--- src/hdl/dd_node_signature_hash_macros.svh ---
// Assertion macros shared by the node signature hash modules.
`ifndef DD_NODE_SIGNATURE_HASH_MACROS_SVH
`define DD_NODE_SIGNATURE_HASH_MACROS_SVH

// Consequent holds in the same cycle as the antecedent.
`define DNSH_ASSERT_NOW(lbl, ante, cons, msg) \
    lbl: assert property (@(posedge aclk) disable iff (!aresetn) (ante) |-> (cons)) \
        else $error(msg);

// Consequent holds in the cycle after the antecedent.
`define DNSH_ASSERT_NEXT(lbl, ante, cons, msg) \
    lbl: assert property (@(posedge aclk) disable iff (!aresetn) (ante) |=> (cons)) \
        else $error(msg);

`endif

--- src/hdl/dd_nsh_pkg.sv ---
// Shared constants and types of the node signature hash block.
package dd_nsh_pkg;

    localparam int MAX_ENTRIES = 256;
    localparam int ADDR_W      = (MAX_ENTRIES > 1) ? $clog2(MAX_ENTRIES) : 1;
    localparam int CNT_W       = $clog2(MAX_ENTRIES + 1);
    localparam int STRIDE_W    = CNT_W + 1;
    localparam int CHG_W       = CNT_W + 2;

    localparam int IDX_W  = 16;
    localparam int VAL_W  = 31;
    localparam int WORD_W = IDX_W + VAL_W;
    localparam int MOD_W  = 25;
    localparam int HASH_W = 24;
    localparam int DIV_W  = 33;
    localparam int STEP_W = $clog2(DIV_W);

    localparam logic [MOD_W-1:0] MOD_MAX     = MOD_W'(25'h100_0000);
    localparam logic [MOD_W-1:0] TABLE_RESET = MOD_W'(1024);

    typedef struct packed {
        logic              done;
        logic [HASH_W-1:0] rem;
    } mod_status_t;

endpackage

--- src/hdl/dd_nsh_mod_unit.sv ---
// Bit-serial remainder unit: rem = x mod m, one quotient bit per cycle.
`include "dd_node_signature_hash_macros.svh"

module dd_nsh_mod_unit (
    input  logic                          aclk,
    input  logic                          aresetn,
    input  logic                          start,
    input  logic [dd_nsh_pkg::DIV_W-1:0]  x,
    input  logic [dd_nsh_pkg::MOD_W-1:0]  m,
    output dd_nsh_pkg::mod_status_t       status
);
    import dd_nsh_pkg::*;

    logic              busy_reg, busy_next;
    logic              done_reg, done_next;
    logic [STEP_W-1:0] step_reg, step_next;
    logic [DIV_W-1:0]  x_reg, x_next;
    logic [HASH_W-1:0] r_reg, r_next;
    logic [MOD_W-1:0]  trial;
    logic [MOD_W-1:0]  diff;

    // shift in the next dividend bit, subtract the modulus when it fits
    assign trial = {r_reg, x_reg[DIV_W-1]};
    assign diff  = trial - m;

    always_comb begin
        busy_next = busy_reg;
        done_next = 1'b0;
        step_next = step_reg;
        x_next    = x_reg;
        r_next    = r_reg;
        if (start) begin
            busy_next = 1'b1;
            step_next = STEP_W'(DIV_W - 1);
            x_next    = x;
            r_next    = '0;
        end else if (busy_reg) begin
            x_next    = {x_reg[DIV_W-2:0], 1'b0};
            r_next    = (trial >= m) ? diff[HASH_W-1:0] : trial[HASH_W-1:0];
            step_next = step_reg - STEP_W'(1);
            if (step_reg == '0) begin
                busy_next = 1'b0;
                done_next = 1'b1;
            end
        end
    end

    always_ff @(posedge aclk) begin
        if (!aresetn) begin
            busy_reg <= 1'b0;
            done_reg <= 1'b0;
            step_reg <= '0;
        end else begin
            busy_reg <= busy_next;
            done_reg <= done_next;
            step_reg <= step_next;
        end
        x_reg <= x_next;
        r_reg <= r_next;
    end

    assign status.done = done_reg;
    assign status.rem  = r_reg;

    `DNSH_ASSERT_NOW(a_no_restart, start, !busy_reg, "mod unit restarted while busy")
    `DNSH_ASSERT_NEXT(a_start_busy, start, busy_reg && !done_reg, "mod unit did not start")
    `DNSH_ASSERT_NEXT(a_finish, busy_reg && (step_reg == '0) && !start,
                      done_reg && !busy_reg, "mod unit did not finish on last step")

endmodule

--- config.mk ---
export PLATFORM = sky130hd
export DESIGN_NAME = dd_nsh_mod_unit
export DESIGN_NICKNAME = d
export VERILOG_FILES = /design/src/hdl/dd_nsh_pkg.sv /design/src/hdl/dd_nsh_mod_unit.sv
export VERILOG_INCLUDE_DIRS = /design/src /design/src/hdl
export SDC_FILE = /design/constraint.sdc
export NUM_CORES = 1
export LEC_CHECK = 0
export ABC_AREA = 1
export BUFFER_PORTS_ARGS = -buffer_cell sky130_fd_sc_hd__buf_2
export CAP_MARGIN = 0
export CELL_PAD_IN_SITES_DETAIL_PLACEMENT = 0
export CELL_PAD_IN_SITES_GLOBAL_PLACEMENT = 1
export CORE_UTILIZATION = 43
export DETAILED_ROUTE_END_ITERATION = 6
export PLACE_DENSITY_LB_ADDON = 0.1
export SLEW_MARGIN = 25
export SYNTH_ARGS = -nofsm -noshare
export SYNTH_HDL_FRONTEND = slang
export SYNTH_SLANG_ARGS = --single-unit
export TNS_END_PERCENT = 10
--- constraint.sdc ---
create_clock -name aclk -period 6.8 [get_ports aclk]
set_input_delay 1.36 -clock aclk [delete_from_list [all_inputs] [get_ports aclk]]
set_output_delay 1.36 -clock aclk [all_outputs]
set_load 0.02 [all_outputs]
==> flow_metrics.py <==
metrics = {
    "floorplan": {
        "dieArea_um2": 11800,
        "initial_core_util_pct": 44.6,
        "die_x_um": 109,
        "num_rows": 38,
        "coreArea_um2": 11000,
        "die_h_um": 109,
        "ios": 86,
    },
    "critical_path": {
        "worst-path-max-fanout": 25,
        "r2r-end": "r_reg[7]",
        "r2r-start": "r_reg[14]",
        "startpoint": "m[22]",
        "reg2reg_slack_ns": 4.07,
        "critPathLaunchType": "primary input",
        "end_kind": "flip-flop",
        "crit_arrival_ns": 3.79,
        "cp.required_ns": 7.07,
        "cp-endpoint": "r_reg[7]",
        "ff2ff_path_depth": 12,
        "path_class": "primary input to flip-flop",
    },
    "synth": {
        "yosys-top-cells-count": "nand2_1, inv_1, nand3_1, nor2_1, edfxtp_1",
        "synth_area_leaders": "nand2_1, edfxtp_1, dfxtp_1",
        "syn_area_um2": 4900,
        "synth_seq_area_share_pct": 33.3,
        "avgSynthCellArea_um2": 6.51,
        "synth-adder-area-share_pct": 7.31,
        "yosys.area.top_type": "nand2_1",
        "synth_cells": 752,
        "synthMuxAreaShare_pct": 0,
        "synthXorXnorAreaFrac_pct": 2.15,
        "ys_seq_elements": 65,
        "yosysWarnings": 0,
        "yosys.area.top_type_share_pct": 22.8,
        "async_flop_share_pct": 0,
        "synth.distinct_cells": 37,
        "synth_ff_type": "edfxtp_1",
        "yosys.area_share.simple_pct": 39.7,
        "synth_edf_count": 33,
        "synth_top_family_by_area": "simple AND/OR/NAND/NOR gates",
        "synth_compound_area_share_pct": 3.93,
        "yosysMostFrequentCell": "nand2_1",
        "synth_nets": 841,
    },
    "finish": {
        "syn_to_final_growth_pct": 16.8,
        "drive_gt1_share_pct": 16.2,
        "nets": 919,
        "instances_no_fill": 975,
        "n_antenna_cell": 0,
        "largest_register_ff_count": 33,
    },
    "placed_design": {
        "portBuffers": 85,
        "place_congestion": 0.857,
        "dpl.cell_count": 959,
        "place_hpwl_mm": 9.01,
        "place_ws_ns": 2.92,
    },
    "clock_network": {
        "numCtsBuffers": 9,
        "clock-root-buffer": "clkbuf_16",
        "cts_tree": "done",
        "clock_path_buffers": 2,
        "clk_pin_slew_ns": 0.06,
        "postCtsSetupBuffers": 0,
        "cts_hold_buf": 0,
        "cts.repair.resized": 0,
        "insertion_delay_ns": 0.34,
        "numClockSinks": 65,
        "ctsHtreeMaxLevel": 3,
    },
    "detailed_routing": {
        "drc_errors": 0,
        "num_vias": 4576,
        "post_drt_wl_per_cell_um": 12.7,
        "first_pass_iters": 5,
        "wl_mm": 12.3,
        "drtIter0Drc": 210,
        "ant_nets": 0,
        "vias_per_cell": 4.69,
    },
    "sta": {
        "fin_ws_ns": 3.27,
        "fin_skew_ns": 0.00812,
        "setup_viol": 0,
        "whs_ns": 0.477,
        "slew_headroom_pct": 39.4,
        "hold_violations": 0,
        "rsz0062_at_grt": "no",
        "fmax_mhz": 283,
        "tns_ns": 0,
        "fin_crit_ns": 3.53,
        "drv_slew": 0,
        "tightest_slew_ns": 0.903,
        "fin_crit_sh_pct": 51.9,
    },
    "power": {
        "ir_drop_uv": 129,
        "pwr-share-comb_pct": 11.3,
        "power.switching_mw": 0.266,
        "p_seq_share_pct": 41.9,
        "p_int_mw": 0.808,
        "sw_frac_of_total_pct": 24.8,
        "power_frac_clock_pct": 46.8,
        "leakage_nw": 3.22,
        "p_per_area_nw_per_um2": 188,
    },
    "global_routing": {
        "antenna_found_initial": 0,
        "grt_pass1_vias": 4422,
        "grt_usage_pct": 22.8,
        "grt-ovfl-total": 0,
        "grt_pass1_wl_mm": 20.8,
        "grt_max_degree": 45,
    },
    "flow_run": {
        "max_cap_viol_count": 0,
    },
    "status": {
        "status": "completed",
    },
    "hold_path": {
        "hold_path_class": "flip-flop to flip-flop",
    },
}
-- routing by layer --
layer	vias to the layer above	global-route usage [%]	routed length [µm]	part of all wire [%]
met5	-	0	0	0
met4	0	9.65	260	2.1
met3	18	4.42	634	5.1
met2	104	37.2	5560	45
met1	1973	29.4	5900	48
li1	2481	-	-	-
-- worst max-delay path, stage by stage --
cell and delay [ns]:
buf_2 0.07, inv_1 0.03, ha_1 0.36, a21oi_1 0.20
nor2_1 0.06, nor2_1 0.12, nand2_1 0.10, a21oi_4 0.62
nand3_4 0.49, nand2_1 0.19, nand3_1 0.09, o21ai_1 0.08
-- cell type report --
class / count / area [µm²]
clock buffer: 12 / 236
clock inverter: 4 / 70.1
fill: 1183 / 5260
inverter: 149 / 559
multi-input combinational: 517 / 2600
sequential: 65 / 1630
tap: 140 / 175
timing repair buffer: 88 / 448
-- how the worst min path moves through the flow --
stage / from / end / slack (ns) / cells after the start
global placement: step_reg[0] / step_reg[0] / 0.46 / 2
detailed placement: step_reg[0] / step_reg[0] / 0.47 / 2
CTS: step_reg[0] / step_reg[0] / 0.48 / 2
finish: step_reg[0] / step_reg[0] / 0.48 / 2
floorplan: step_reg[0] / step_reg[0] / 0.44 / 2
global route: step_reg[0] / step_reg[0] / 0.50 / 2
-- cell families after synthesis --
kind of cell / count (synthesis)
AOI/OAI and AO/OA: 34
xor gates and xnor gates: 12
adders and majority gates: 28
buffers and inverters: 170
DFF: 65
and+or+nand+nor: 443
-- cells in the final DEF, fill, tap and decap left out, types with 9 or more instances in the layout --
cell	Yosys	final
nand3_1	46	46
clkbuf_16	0	9
buf_2	7	85
a21oi_1	14	14
dfxtp_1	32	32
nand4_1	31	31
nor2_1	35	35
inv_1	137	137
xnor2_1	9	9
o21ai_1	10	10
edfxtp_1	33	33
nand3_2	9	9
ha_1	27	27
nand2_1	298	298
inv_2	10	10
-- through the flow --
| stage | cell area (µm²) | utilization [%] | power, mW |
|---|---|---|---|
| after floorplan | 4900 | - | 0.541 |
| after global placement | 5410 | 49.3 | 0.579 |
| after detailed placement | 5410 | 49.3 | 0.581 |
| after CTS | 5720 | 52.1 | 1.09 |
| after global routing | 5720 | 52.1 | 1.12 |
| final | 5720 | 52.1 | 1.07 |
-- power by group through the flow --
| stage | Sequential, mW | Clock (mW) | Combinational, mW |
|---|---|---|---|
| 2_1_floorplan | 0.456 | 0 | 0.0842 |
| 3_3_place_gp | 0.458 | 0 | 0.121 |
| 3_5_place_dp | 0.458 | 0 | 0.123 |
| 4_1_cts | 0.450 | 0.512 | 0.123 |
| 5_1_grt | 0.453 | 0.527 | 0.141 |
| 6_report | 0.450 | 0.502 | 0.122 |
No activity file was read; power rests on OpenSTA's default activity.
